==> src/bbc_pkg.sv <==
// Shared types, constants and conversion helpers for the binary / BCD converter.
package bbc_pkg;

    localparam int unsigned VALUE_W        = 64;
    localparam int unsigned BCD_DIGITS     = 20;
    localparam int unsigned BCD_W          = 4 * BCD_DIGITS;
    localparam int unsigned BITS_PER_STAGE = 8;
    localparam int unsigned NUM_STAGES     = VALUE_W / BITS_PER_STAGE;
    // Input register, conversion stages and output register.
    localparam int unsigned LATENCY        = NUM_STAGES + 2;

    localparam logic CMD_BIN2BCD = 1'b0;
    localparam logic CMD_BCD2BIN = 1'b1;

    localparam logic [1:0] SIZE_8  = 2'd0;
    localparam logic [1:0] SIZE_16 = 2'd1;
    localparam logic [1:0] SIZE_32 = 2'd2;
    localparam logic [1:0] SIZE_64 = 2'd3;

    localparam logic [3:0] MAX_DIGIT = 4'd9;

    typedef struct packed {
        logic                  cmd;
        logic [1:0]            size_sel;
        logic [VALUE_W-1:0]    value;
    } req_t;

    typedef struct packed {
        logic [VALUE_W-1:0]    result;
        logic                  overflow;
        logic                  bad_digit;
    } resp_t;

    // Work word that travels down the pipeline.
    typedef struct packed {
        logic                  cmd;
        logic [1:0]            size_sel;
        logic [VALUE_W-1:0]    src;
        logic [BCD_W-1:0]      acc;
        logic                  bad;
    } stage_t;

    function automatic logic [VALUE_W-1:0] width_mask(input logic [1:0] sel);
        logic [VALUE_W-1:0] m;
        unique case (sel)
            SIZE_8:  m = {{(VALUE_W-8){1'b0}},  {8{1'b1}}};
            SIZE_16: m = {{(VALUE_W-16){1'b0}}, {16{1'b1}}};
            SIZE_32: m = {{(VALUE_W-32){1'b0}}, {32{1'b1}}};
            default: m = {VALUE_W{1'b1}};
        endcase
        return m;
    endfunction

    // One double dabble step: correct every digit of five or more, then shift a bit in.
    function automatic logic [BCD_W-1:0] dabble_bit(input logic [BCD_W-1:0] acc,
                                                    input logic bit_in);
        logic [BCD_W-1:0] a;
        a = acc;
        for (int d = 0; d < BCD_DIGITS; d++) begin
            if (a[4*d +: 4] >= 4'd5) begin
                a[4*d +: 4] = a[4*d +: 4] + 4'd3;
            end
        end
        return {a[BCD_W-2:0], bit_in};
    endfunction

    // Two Horner steps in decimal: acc * 100 + hi * 10 + lo.
    function automatic logic [VALUE_W-1:0] horner2(input logic [VALUE_W-1:0] acc,
                                                   input logic [3:0] hi,
                                                   input logic [3:0] lo);
        logic [VALUE_W-1:0] scaled;
        logic [7:0]         pair;
        scaled = acc * 64'd100;
        pair   = 8'({4'd0, hi} * 8'd10) + {4'd0, lo};
        return scaled + {{(VALUE_W-8){1'b0}}, pair};
    endfunction

endpackage

==> src/bbc_format.sv <==
// Output stage: width masking, overflow and bad digit flags, result register.
module bbc_format (
    input  logic            clk,
    input  logic            rst_n,
    input  logic            valid_in,
    input  bbc_pkg::stage_t data_in,
    output logic            done,
    output bbc_pkg::resp_t  resp
);
    import bbc_pkg::*;

    logic  done_reg;
    resp_t resp_reg;
    resp_t resp_next;
    logic  high_digits;

    always_comb
    begin
        unique case (data_in.size_sel)
            SIZE_8:  high_digits = |data_in.acc[BCD_W-1:8];
            SIZE_16: high_digits = |data_in.acc[BCD_W-1:16];
            SIZE_32: high_digits = |data_in.acc[BCD_W-1:32];
            default: high_digits = |data_in.acc[BCD_W-1:64];
        endcase
        resp_next.result = data_in.acc[VALUE_W-1:0] & width_mask(data_in.size_sel);
        if (data_in.cmd == CMD_BIN2BCD)
        begin
            resp_next.overflow  = high_digits;
            resp_next.bad_digit = 1'b0;
        end
        else
        begin
            resp_next.overflow  = 1'b0;
            resp_next.bad_digit = data_in.bad;
        end
    end

    always_ff @(posedge clk or negedge rst_n)
    begin
        if (!rst_n)
        begin
            done_reg <= 1'b0;
        end
        else
        begin
            done_reg <= valid_in;
        end
    end

    always_ff @(posedge clk)
    begin
        resp_reg <= resp_next;
    end

    assign done = done_reg;
    assign resp = resp_reg;

endmodule

==> config.mk <==
export PLATFORM = sky130hd
export DESIGN_NAME = bbc_format
export DESIGN_NICKNAME = d
export VERILOG_FILES = /design/src/bbc_pkg.sv /design/src/bbc_format.sv
export SDC_FILE = /design/constraint.sdc
export NUM_CORES = 1
export LEC_CHECK = 0
export ABC_AREA = 1
export BUFFER_PORTS_ARGS = -buffer_cell sky130_fd_sc_hd__buf_4
export CAP_MARGIN = 10
export CELL_PAD_IN_SITES_DETAIL_PLACEMENT = 0
export CELL_PAD_IN_SITES_GLOBAL_PLACEMENT = 1
export CORE_ASPECT_RATIO = 1.1
export CORE_MARGIN = 8
export CORE_UTILIZATION = 24
export CTS_BUF_LIST = sky130_fd_sc_hd__clkbuf_16
export DETAILED_ROUTE_END_ITERATION = 12
export PLACE_DENSITY = 0.86
export SYNTH_ARGS = -nofsm -noshare
export SYNTH_HDL_FRONTEND = slang
export SYNTH_SLANG_ARGS = --single-unit
==> constraint.sdc <==
create_clock -name clk -period 0.8 [get_ports clk]
set_input_delay 0.04 -clock clk [delete_from_list [all_inputs] [get_ports clk]]
set_output_delay 0.04 -clock clk [all_outputs]
set_load 0.05 [all_outputs]
* Word-level counts from Yosys, hierarchy flattened
Cells that the tools add are included.
** Word-level totals
- Register bits after elaboration :: 67
- Output and inout port bits :: 67
- Input port bits :: 151
** Operators by class
- Reductions and logical operators :: 5
- Mux-type cells :: 2
- Equality and inequality tests :: 2
- Bitwise operators :: 1
** Operators with widths (number)
- case mux 64 bit (3 select lines) :: 1
- OR reduction 72 bit :: 1
- bitwise AND 64 bit :: 1
- OR reduction 64 bit :: 1
- OR reduction 48 bit :: 1
- OR reduction 16 bit :: 1
- case mux 1 bit (3 select lines) :: 1
- == test 2 x 1 -> 1 bit (second input constant) :: 1
- == test 2 bit (second input constant) :: 1
- logical NOT 2 bit :: 1

* Longest topological paths before layout
- Depth after elaboration :: 3
- Gate-level depth with buffers :: 8
- Depth with buffers taken out :: 8

* Least setup slack after synthesis
Ideal clock, no wire load.
- Path type :: input to register
- Start point :: input port data_in[76] in the netlist's numbering
- End point :: register resp_reg (netlist bit resp[1])
- Path buffers :: 0
- Path slack :: 0.123 ns
- Library setup time :: 0.111 ns
- Cell stages on the path :: 8
- Arrival :: 0.565 ns
- Cell sequence :: nor2_1 > nand2_1 > nor2_1 > nand2_1 > nor2_1 > nand2_1 > nor2_1 > nor2_1
** On the way
- Word-level cells in the longest chain between the ends :: 2
- Elaborated cells between the ends (all ways) :: 5
** RTL lines
- from (decl) :: line bbc_format.sv:6 : input bbc_pkg::stage_t data_in,
- OR reduction 72 bit (tied with other cells) :: line bbc_format.sv:20 : SIZE_8: high_digits = |data_in.acc[BCD_W-1:8];
- case mux 1 bit (3 select lines) (*) :: line bbc_format.sv:19 : unique case (data_in.size_sel)
- to (signal assigned) :: line bbc_format.sv:52 : resp_reg <= resp_next;
- to (decl) :: line bbc_format.sv:13 : resp_t resp_reg;
Every way passes the cells marked *; elsewhere a longest branch is shown, timed or not.
A chain may end at the register's enable or synchronous reset.

* Final worst setup path
- Start point :: register done_reg, in the netlist done
- End point :: output port done
** RTL lines
- from (decl) :: line bbc_format.sv:12 : logic done_reg;
- from (signal assigned) :: line bbc_format.sv:46 : done_reg <= valid_in;
- to (decl) :: line bbc_format.sv:7 : output logic done,
No word-level cell between the ends.

==> summary.md <==
| Metric | Value |
|---|---|
| Grt total ovfl | 0 |
| Antenna violations before repair | 0 |
| Vias | 2359 |
| Post-Syn Area | 2120 µm² |
| Clk sinks | 67 |
| Final hold vios | 0 |
| Clock slew at reported path FFs | approximately 0.05 ns |
| Core ar. | 8740 µm² |
| Die Y | roughly 110 µm |
| DRT Wirelength | 8170 µm |
| Critical path buffer and inverter count | 1 |
| Critical path arrival | 0.86 ns |
| Kind of cell adding the most delay to the critical path | flip-flops |
| Num CTS Buffers | 9 |
| Worst EP required | 0.76 ns |
| Worst path slowest cell | dfrtp_1 |
| Pwr Density | 1930 nW/µm² |
| Layout Nets | 649 |
| CTS H-Tree Depth | 3 |
| CP Max Fanout | 1 |
| Final setup vio count | 67 |
| Synth Register Bits | 67 |
| IR drop worst, VDD | 886 µV |
| Largest net degree at the start of global routing | 33 |
| Fillcell total | 715 |
| Fin crit period | 0.903 ns |
| Antenna Nets Post-Route | 0 |
| First-pass GRT wire length | 12900 µm |
| Tightest Hold Check Type | in -> async |
| Die Area | approximately 12000 µm² |
| All-Layer GR Usage | between 10% and 20% |
| Hold WS | 0.0326 ns |
| Wirelength per Cell | 13.2 µm |
| Worst setup path category | reg -> out |
| Register cell area after layout | 1430 µm² |
| Register area share after synthesis | between 60% and 70% |
| Multi-input logic area | 522 µm² |
| Setup repair bufs after CTS | 0 |
| Failing checks | negative setup slack |
| Root Driver | clkbuf_16 |
| Leak | 2.54 nW |
| Post-DP HPWL | 5370 µm |
| Total Power | 0.00966 W |
| Layout cells sized above 1 | about half |
| Max-slew headroom | 88.7% |
| Initial DRC count | 70 |
| Vias in the first global route | 2667 |
| Antenna diodes | 0 |
| Mapped Cells | between 200 and 300 |
| CP endpoint kind | output port |
| CP peak stage delay | 0.38 ns |
| Initial Utilization | approximately a quarter |
| Std-Cell Rows | 36 |
| Final Cycle Share | 113% |
| Via density | between 3 and 4 |
| Clock Tree Buf Depth | 2 |
| Startpoint Class | register |
| Syn avg cell area | 7.99 µm² |
| Ys Warns | 0 |
| Syn-to-layout area delta | 135% |
| Post-route setup TNS | -2.08 ns |
| FMAX | ~1100 MHz |
| Worst-path cell chain | buf_6 |
| Outcome | finished, violations left |
| Cell variety after synth | 10 |
| Mapped Nets | 417 |
| Final Worst Setup Slack | -0.103 ns |
| Largest register FFs | 66 |
| I/O pins | 218 |
| CTS tree | done |
| Gpl congestion | 0.714 |
| DR pass1 iterations | 4 |
| DRC viols | 0 |
| Unrepaired setup endpoints after global routing | true |
| Slew @ Worst Pin | 0.169 ns |
| Total of max-cap violations | 0 |
| Max-slew violations | 0 |
| IO buf count | 153 |
| Width of the chip | 106 µm |
==> report_power, final <==
| part | total, W | switching [W] | internal [W] |
|---|---|---|---|
| registers | 0.00365 | 0.000108 | 0.00354 |
| logic | 0.00198 | 0.000970 | 0.00101 |
| clock network | 0.00403 | 0.00135 | 0.00268 |
==> metrics by stage <==
step           util, %  setup slack [ns]  cells  area, µm²
4_1_cts           57.1            -0.102    617       4990
5_1_grt           57.1            -0.131    617       4990
2_1_floorplan        -             0.123    266       2120
3_3_place_gp      39.6            -0.207    536       3460
3_5_place_dp      39.6            -0.219    536       3460
6_report          57.1            -0.103    617       4990
==> timing repair <==
action / 4_1_cts / 5_1_grt
gates resized for setup: 196 / 2
endpoints found under the setup margin: 67 / 67
hold buffers: 65 / 0
hold endpoints to repair: 65 / 0
pin swaps: 0 / 0
==> placed cells by master, fill, tap and decap left out <==
cell type	count
buf_12	1
buf_4	93
buf_6	2
buf_8	65
bufinv_16	2
clkbuf_16	9
clkinv_1	4
clkinvlp_4	1
dfrtp_1	1
dfxtp_2	66
dlygate4sd3_1	65
inv_1	59
inv_2	1
nand2_1	41
nand2_2	1
nor2_1	91
nor2_8	1
==> cell usage after synthesis, drive strengths merged <==
| cell type | count | area (µm²) |
|---|---|---|
| nand2 | 42 | 160 |
| nor2 | 92 | 362 |
| dfrtp | 1 | 25.0 |
| buf | 5 | 31.3 |
| dfxtp | 66 | 1320 |
| inv | 60 | 225 |
==> area by class of cell <==
class / count / area share [%]
Inverter: 60 / 4.51
Clock inverter: 7 / 1.65
Clock buffer: 9 / 4.51
Sequential cell: 67 / 28.6
Multi-Input combinational cell: 134 / 10.4
Timing Repair Buffer: 226 / 47.4
Tap cell: 114 / 2.86
==> per-layer routing <==
metal  GRT usage, %  vias to the layer above  part of all wire (%)  routed length [µm]
met1           12.4                     1049                    36                2930
met5              0                        -                     0                   0
met2           25.7                       93                    55                4470
met3           5.74                        9                   8.3                 674
li1               -                     1208                     -                   -
met4           5.92                        0                   1.2                  96
==> worst max path at each step <==
stage,startpoint,endpoint,slack (ns),cells after the start
6_report,done,done,-0.10,1
5_1_grt,done,done,-0.13,1
4_1_cts,done,done,-0.10,1
3_5_place_dp,data_in[46],resp[1],-0.22,9
3_3_place_gp,data_in[46],resp[1],-0.21,9
2_1_floorplan,data_in[76],resp[1],0.12,8
==> kinds of logic (layout without fill, tap and decap cells) <==
kind of cell | Yosys count | after routing | share of synthesized area [%]
buffers and inverters | 65 | 302 | 12.1
DFF | 67 | 67 | 63.4
and+or+nand+nor | 134 | 134 | 24.6
Power figures use the tool's default switching activity.
