File: src/bbc_pkg.sv
// Shared types, constants and conversion helpers for the binary / BCD converter.
package bbc_pkg;

    localparam int unsigned VALUE_W        = 64;
    localparam int unsigned BCD_DIGITS     = 20;
    localparam int unsigned BCD_W          = 4 * BCD_DIGITS;
    localparam int unsigned BITS_PER_STAGE = 8;
    localparam int unsigned NUM_STAGES     = VALUE_W / BITS_PER_STAGE;
    // Input register, conversion stages and output register.
    localparam int unsigned LATENCY        = NUM_STAGES + 2;

    localparam logic CMD_BIN2BCD = 1'b0;
    localparam logic CMD_BCD2BIN = 1'b1;

    localparam logic [1:0] SIZE_8  = 2'd0;
    localparam logic [1:0] SIZE_16 = 2'd1;
    localparam logic [1:0] SIZE_32 = 2'd2;
    localparam logic [1:0] SIZE_64 = 2'd3;

    localparam logic [3:0] MAX_DIGIT = 4'd9;

    typedef struct packed {
        logic                  cmd;
        logic [1:0]            size_sel;
        logic [VALUE_W-1:0]    value;
    } req_t;

    typedef struct packed {
        logic [VALUE_W-1:0]    result;
        logic                  overflow;
        logic                  bad_digit;
    } resp_t;

    // Work word that travels down the pipeline.
    typedef struct packed {
        logic                  cmd;
        logic [1:0]            size_sel;
        logic [VALUE_W-1:0]    src;
        logic [BCD_W-1:0]      acc;
        logic                  bad;
    } stage_t;

    function automatic logic [VALUE_W-1:0] width_mask(input logic [1:0] sel);
        logic [VALUE_W-1:0] m;
        unique case (sel)
            SIZE_8:  m = {{(VALUE_W-8){1'b0}},  {8{1'b1}}};
            SIZE_16: m = {{(VALUE_W-16){1'b0}}, {16{1'b1}}};
            SIZE_32: m = {{(VALUE_W-32){1'b0}}, {32{1'b1}}};
            default: m = {VALUE_W{1'b1}};
        endcase
        return m;
    endfunction

    // One double dabble step: correct every digit of five or more, then shift a bit in.
    function automatic logic [BCD_W-1:0] dabble_bit(input logic [BCD_W-1:0] acc,
                                                    input logic bit_in);
        logic [BCD_W-1:0] a;
        a = acc;
        for (int d = 0; d < BCD_DIGITS; d++) begin
            if (a[4*d +: 4] >= 4'd5) begin
                a[4*d +: 4] = a[4*d +: 4] + 4'd3;
            end
        end
        return {a[BCD_W-2:0], bit_in};
    endfunction

    // Two Horner steps in decimal: acc * 100 + hi * 10 + lo.
    function automatic logic [VALUE_W-1:0] horner2(input logic [VALUE_W-1:0] acc,
                                                   input logic [3:0] hi,
                                                   input logic [3:0] lo);
        logic [VALUE_W-1:0] scaled;
        logic [7:0]         pair;
        scaled = acc * 64'd100;
        pair   = 8'({4'd0, hi} * 8'd10) + {4'd0, lo};
        return scaled + {{(VALUE_W-8){1'b0}}, pair};
    endfunction

endpackage

File: src/bbc_stage.sv
// One conversion stage: eight double dabble steps or two decimal digits of Horner.
module bbc_stage (
    input  logic            clk,
    input  logic            rst_n,
    input  logic            valid_in,
    input  bbc_pkg::stage_t data_in,
    output logic            valid_out,
    output bbc_pkg::stage_t data_out
);
    import bbc_pkg::*;

    logic   valid_reg;
    stage_t data_reg;
    stage_t data_next;

    always_comb
    begin
        logic [BCD_W-1:0] acc_v;
        logic [3:0]       hi;
        logic [3:0]       lo;
        data_next = data_in;
        acc_v     = data_in.acc;
        hi        = data_in.src[VALUE_W-1 -: 4];
        lo        = data_in.src[VALUE_W-5 -: 4];
        if (data_in.cmd == CMD_BIN2BCD)
        begin
            for (int i = 0; i < BITS_PER_STAGE; i++) begin
                acc_v = dabble_bit(acc_v, data_in.src[VALUE_W-1-i]);
            end
        end
        else
        begin
            acc_v = {{(BCD_W-VALUE_W){1'b0}}, horner2(acc_v[VALUE_W-1:0], hi, lo)};
            data_next.bad = data_in.bad | (hi > MAX_DIGIT) | (lo > MAX_DIGIT);
        end
        data_next.acc = acc_v;
        data_next.src = data_in.src << BITS_PER_STAGE;
    end

    always_ff @(posedge clk or negedge rst_n)
    begin
        if (!rst_n)
        begin
            valid_reg <= 1'b0;
        end
        else
        begin
            valid_reg <= valid_in;
        end
    end

    always_ff @(posedge clk)
    begin
        data_reg <= data_next;
    end

    assign valid_out = valid_reg;
    assign data_out  = data_reg;

endmodule

File: config.mk
export PLATFORM = sky130hd
export DESIGN_NAME = bbc_stage
export DESIGN_NICKNAME = d
export VERILOG_FILES = /design/src/bbc_pkg.sv /design/src/bbc_stage.sv
export SDC_FILE = /design/constraint.sdc
export NUM_CORES = 1
export LEC_CHECK = 0
export BUFFER_PORTS_ARGS = -buffer_cell sky130_fd_sc_hd__clkbuf_2
export CAP_MARGIN = 25
export CORE_UTILIZATION = 40
export CTS_CLUSTER_SIZE = 8
export DETAILED_ROUTE_END_ITERATION = 8
export SLEW_MARGIN = 25
export SYNTH_ARGS = -nofsm -noshare
export SYNTH_HDL_FRONTEND = slang
export SYNTH_SLANG_ARGS = --single-unit
export TNS_END_PERCENT = 10
File: constraint.sdc
create_clock -name clk -period 0.8 [get_ports clk]
set_input_delay 0.2 -clock clk [delete_from_list [all_inputs] [get_ports clk]]
set_output_delay 0.2 -clock clk [all_outputs]
set_load 0.05 [all_outputs]
======== Word level (Yosys, flattened, before mapping) ========
Cells that the tools add are included.
storage, ports and cells
  bits of input ports ..................... 151
  flip-flop bits (word level) ............. 141
  output and inout port bits .............. 149
  word-level logic and storage cells ...... 637
cells by class
  multipliers ............................. 2
  bitwise logic cells ..................... 2
  add/sub/neg operators ................... 162
  muxes and demuxes ....................... 302
  $lt $le $gt $ge ......................... 162
operators with widths
  cell                   count
  $mux 4                 285
  $ge 4x3->1 const B     160
  $add 4x2->4 const B    152
  $add 64x8->64          1
  $mul 64x5->62 const B  1
  $mux 64                1
  $mux 3                 15
  $add 3x2->3 const B    8
  $add 8x4->8            1
  $gt 4x4->1 const B     2
  $mul 4x3->7 const B    1
  $or 1x1->1             2
  $mux 1                 1

======== Depth between registers and ports, before layout ========
  depth after elaboration ................. 24
  mapped depth ............................ 41
  gate-level depth less buffers ........... 41

======== Least setup slack after synthesis ========
No wires, ideal clock.
  path kind ............................... in2reg
  start ................................... input port data_in[70] (netlist name)
  end ..................................... register data_reg (netlist bit data_out[74])
  data required time ...................... 0.683 ns
  stages .................................. 37
  data arrival time ....................... 6.646 ns
  slack ................................... -5.963 ns
  buffers on the path ..................... 0
  setup time .............................. 0.117 ns
  cell sequence ........................... inv_1 -> ha_1 -> nand2b_1 -> a21oi_1 -> xnor2_1 -> ha_1 -> inv_1 -> a21oi_1 -> o31ai_1 -> ha_1 -> nor2b_1 -> nor3_1 -> a31o_2 -> o21ai_0 -> nand2_1 -> ha_1 -> a31oi_1 -> a221oi_1 -> nand2_1 -> xor2_1 -> inv_1 -> ha_1 -> nor2_1 -> nor2_1 -> o21ai_0 -> and3_1 -> nor2_1 -> inv_1 -> ha_1 -> inv_1 -> o211ai_1 -> nand2_1 -> mux2_2 -> ha_1 -> o31ai_1 -> a21oi_1 -> a22o_1
between the ends
  cells in the longest elaborated chain, start to end .. 23
  elaborated cells between the ends (all ways) .. 55
  those cells by class .................... 14 x add/sub; 14 x order compare; 27 x mux
RTL lines
  item                                       RTL line                      RTL
  start, declared                            bbc_stage.sv:6                input bbc_pkg::stage_t data_in,
  $add 4x2->4 or $ge 4x3->1 (tied branches)  bbc_pkg.sv:61, bbc_pkg.sv:60
  $mux 4 (*)                                 bbc_pkg.sv:60                 if (a[4*d +: 4] >= 4'd5) begin
  $mux 4 (*)                                 bbc_stage.sv:25               if (data_in.cmd == CMD_BIN2BCD)
  $add 4x2->4 or $ge 4x3->1 (tied branches)  bbc_pkg.sv:61, bbc_pkg.sv:60
  $mux 4                                     bbc_pkg.sv:60
  $mux 4                                     bbc_stage.sv:25
  $ge 4x3->1 or $add 4x2->4 (tied branches)  bbc_pkg.sv:60, bbc_pkg.sv:61
  $mux 4                                     bbc_pkg.sv:60
  [... 7 more ...]                           -
  $ge 4x3->1 or $add 4x2->4 (tied branches)  bbc_pkg.sv:60, bbc_pkg.sv:61
  $mux 4                                     bbc_pkg.sv:60
  $mux 4                                     bbc_stage.sv:25
  $add 4x2->4 or $ge 4x3->1 (tied branches)  bbc_pkg.sv:61, bbc_pkg.sv:60
  $mux 4                                     bbc_pkg.sv:60
  $mux 4                                     bbc_stage.sv:25
  $add 4x2->4 or $ge 4x3->1 (tied branches)  bbc_pkg.sv:61, bbc_pkg.sv:60
  $mux 4 (*)                                 bbc_pkg.sv:60
  end signal, assigned                       bbc_stage.sv:54               data_reg <= data_next;
  end, declared                              bbc_stage.sv:13               stage_t data_reg;
Mark *: on every way between the ends. The rest lies on a longest branch, timed or not. The select of a mux whose other input is x is not followed.
A chain may end at the register's enable or synchronous reset.

==> tab_implementation.tex <==
\begin{tabular}{lr}
\hline
Metric & Value \\
\hline
\multicolumn{2}{l}{\textbf{Finish}} \\
\quad Final net count & 7585 \\
\quad Final standard cell area without fillers & around 60000 um2 \\
\quad Area of the multi-input gates & approximately 34000 um2 \\
\quad Area Overhead vs Synth & 77.4\% \\
\quad Combined flip-flop and latch cell area & 2880 um2 \\
\quad Filler cell count & $\sim$6.4k \\
\quad Fraction of layout cells with a size suffix above 1 & 0.501 \\
\multicolumn{2}{l}{\textbf{Yosys}} \\
\quad Number of instances in the synthesized netlist & between 4k and 5k \\
\quad Warnings from Yosys & 0 \\
\quad Post-Syn Area per Cell & 7.31 um2 \\
\quad Syn Std Cell Area & 33900 um2 \\
\quad Register area share after synthesis & 0.0833 \\
\quad Share of the synthesized area in the top cell type & 0.143 \\
\quad Commonest cells in the netlist & 538 x inv\_1, 387 x ha\_1, 330 x a21oi\_1, 313 x nand2\_1, 277 x nor2\_1 \\
\quad Unique cell type count in the Yosys netlist & around 130 \\
\quad Async S/R FF share, synth & 0.00709 \\
\quad Number of enable-type register cells in the synthesized netlist & 0 \\
\quad Leading cell type by number of instances after synthesis & inv\_1 \\
\quad Most common flop cell mapped by yosys & dfxtp\_1 \\
\quad Most area-consuming cells after synthesis & ha\_1 14\%, dfxtp\_1 8.3\%, inv\_1 6.0\%, a21oi\_1 4.9\%, xnor2\_1 3.7\% \\
\quad Cell type contributing the most total cell area after synthesis & ha\_1 \\
\quad Flip-flop and latch count after synthesis & between 100 and 150 \\
\multicolumn{2}{l}{\textbf{Critical path}} \\
\quad Arrival @ worst endpoint & 6.32 ns \\
\quad Slowest stage cell on the critical path & mux2\_4 \\
\quad Kind of critical path & input port to flip-flop \\
\quad Top Family by Delay on Critical Path & buffers and inverters \\
\quad Sort of element at the end of the critical path & flip-flop \\
\quad Stages on the worst setup path & 38 \\
\quad Data required time at the worst endpoint & roughly 1.2 ns \\
\quad End of the critical path & data\_out[30] \\
\quad CP Launch Type & input port \\
\quad CP Buf/Inv Count & 15 \\
\quad Critical Path Fanout Max & 4 \\
\quad Crit-path max cell delay & $\sim$0.36 ns \\
\quad Launch point of the worst path & data\_in[26] \\
\quad Cell with the most instances on the worst path & buf\_6 \\
\multicolumn{2}{l}{\textbf{Placement}} \\
\quad Placed instance area & approximately 52000 um2 \\
\quad DP HPWL & 98.0 mm \\
\quad Number of buffers added on ports & 291 \\
\quad Gpl congestion & $\sim$0.96 \\
\multicolumn{2}{l}{\textbf{STA}} \\
\quad Final WS setup & -5.09 ns \\
\quad Finish-stage setup viols & approximately 220 \\
\quad RSZ-0062 raised after global routing & yes \\
\quad Rel. slew slack & 0.538 \\
\quad Final worst path period share & 7.37 \\
\quad Final slew viol count & 0 \\
\quad Minimum clock period after layout & 5.89 ns \\
\quad F\_max & 0.170 GHz \\
\quad Final-report hold violation count & 0 \\
\quad Setup TNS & -433.03 ns \\
\quad Hold\_ws & between 0.08 and 0.09 ns \\
\quad Least-Margin Pin Slew & 0.684 ns \\
\multicolumn{2}{l}{\textbf{Die}} \\
\quad Starting density of the core & 0.405 \\
\quad Number of core rows & approximately 110 \\
\quad I/O pin total & 300 \\
\quad Area of the die & roughly 86000 um2 \\
\quad Horiz. Die Dim & around 290 um \\
\quad Die Span Y & just under 300 um \\
\quad Core footprint & 83800 um2 \\
\multicolumn{2}{l}{\textbf{Global routing}} \\
\quad Wire length of the first global-routing pass & between 200 and 250 mm \\
\quad Combined global-route utilization of all metal layers & 0.287 \\
\quad Number of global-route vias before repair & roughly 44k \\
\quad Number of antenna violations at the first check in global routing & 2 \\
\quad Residual overflow from global routing & 0 \\
\quad Maximum number of pins on one net before global-route repair & 25 \\
\multicolumn{2}{l}{\textbf{Outcome}} \\
\quad Failing checks & setup timing \\
\quad Outcome & complete, but fails checks \\
\multicolumn{2}{l}{\textbf{Routing}} \\
\quad Number of DRC markers after the initial detailed-route iteration & approximately 2.6k \\
\quad Total wirelength of the detailed-routed design & roughly 130 mm \\
\quad Final ANT Viol Nets & 0 \\
\quad DRC violation count after routing & 0 \\
\quad TritonRoute pass-1 iters & 6 \\
\quad Vias per cell & 5.46 \\
\quad Via count & approximately 44k \\
\quad Wire per inst & approximately 16 um \\
\multicolumn{2}{l}{\textbf{Clock tree}} \\
\quad Clock slew at the register clock pins of the worst setup and hold paths & around 0.08 ns \\
\quad TritonCTS clock tree & done \\
\quad Clock sink count & between 100 and 150 \\
\quad Maximum count of clock buffers along a single path & 2 \\
\quad Number of clock buffers inserted by TritonCTS & 17 \\
\quad Htree depth & 4 \\
\quad Root buf cell & clkbuf\_16 \\
\multicolumn{2}{l}{\textbf{Job}} \\
\quad Total of max-cap violations & 0 \\
\multicolumn{2}{l}{\textbf{Min path}} \\
\quad Class of the tightest hold or removal check & input port to flip-flop \\
\hline
\end{tabular}
area by class of cell:
class | count | area share
inverter | 561 | 0.0367
clock buffer | 17 | 0.00707
sequential | 141 | 0.0478
timing repair buffer | 2436 | 0.321
clock inverter | 15 | 0.00314
multi-input combinational | 3831 | 0.561
tap | 1134 | 0.0236
antenna | 2 | 0.0000832
layer usage:
metal | GRT usage | part of all wire | vias up | routed length, um
met5 | 0 | 0 | - | 0
met3 | 0.0310 | 0.042 | 273 | 5540
li1 | - | - | 21900 | -
met4 | 0.0978 | 0.034 | 0 | 4450
met1 | 0.358 | 0.43 | 21200 | 57400
met2 | 0.508 | 0.49 | 1120 | 65300
sequential cells by signal, summed over array words and instances, names as in the netlist:
signal and cells:
data_out 140, valid_out 1
logic make-up (layout without fill, tap and decap cells):
group,count (synthesis),in the layout,share of synthesized area
compound gates,1646,1646,0.348
simple gates,1360,1360,0.207
buf+inv,674,3029,0.0766
fa+ha+maj,447,447,0.178
xor+xnor,212,212,0.0573
mux,158,158,0.0493
flops,141,141,0.0833
other cells,1,10,0.000111
repair_timing:
item,4_1_cts,5_1_grt
endpoints found under the hold margin,62,0
setup buffers,170,74
endpoints found under the setup margin,221,221
resized for setup,694,564
pin swaps,297,227
hold buffers,63,0
cells in the final DEF (no fill, tap or decap), types with 33 or more instances in the layout:
cell type	synthesis	layout
nor2_1	277	229
xor2_1	56	44
buf_4	10	2019
xnor2_1	145	122
dlygate4sd3_1	0	63
mux2_2	59	46
fa_1	59	59
nand2_1	313	288
nor2b_1	56	37
nand4_1	39	39
a31oi_1	76	61
inv_1	538	454
o21ai_0	208	145
o31ai_1	58	44
o211ai_1	91	91
or3_1	47	33
a21oi_1	330	230
ha_2	0	63
and2_1	97	76
nand2b_1	65	46
buf_6	0	66
dfxtp_1	140	113
a21o_1	107	106
o21ai_1	27	61
a21oi_2	5	84
ha_1	387	235
o21a_1	65	63
nor3_1	92	69
buf_12	0	64
a211o_1	50	49
inv_2	22	78
mux2i_1	95	80
a211oi_2	13	41
nand3_1	115	109
a211oi_1	91	50
ha_4	0	89
nor2_2	3	40
clkbuf_2	0	182
and3_1	62	48
worst min path at each step:
| stage | startpoint | end | slack [ns] | cells past startpoint |
|---|---|---|---|---|
| floorplan | rst_n | valid_out | -0.1 | 0 |
| global placement | rst_n | valid_out | -0.02 | 1 |
| detailed placement | rst_n | valid_out | -0.02 | 1 |
| CTS | data_in[147] | data_out[50] | 0.05 | 2 |
| global route | data_in[147] | data_out[50] | 0.08 | 2 |
| finish | data_in[147] | data_out[50] | 0.08 | 2 |
metrics by stage:
step           worst slack [ns]  cells   util
6_report                  -5.09   8137  0.718
5_1_grt                   -5.28   8135  0.718
4_1_cts                   -4.87   8073  0.687
3_5_place_dp              -5.82   7809  0.621
3_3_place_gp              -5.66   7809  0.621
2_1_floorplan             -5.28   4646      -
Power is left out: the tool's default activity adds up to more than one toggle a clock period on the data nets, which glitch-free logic cannot reach.
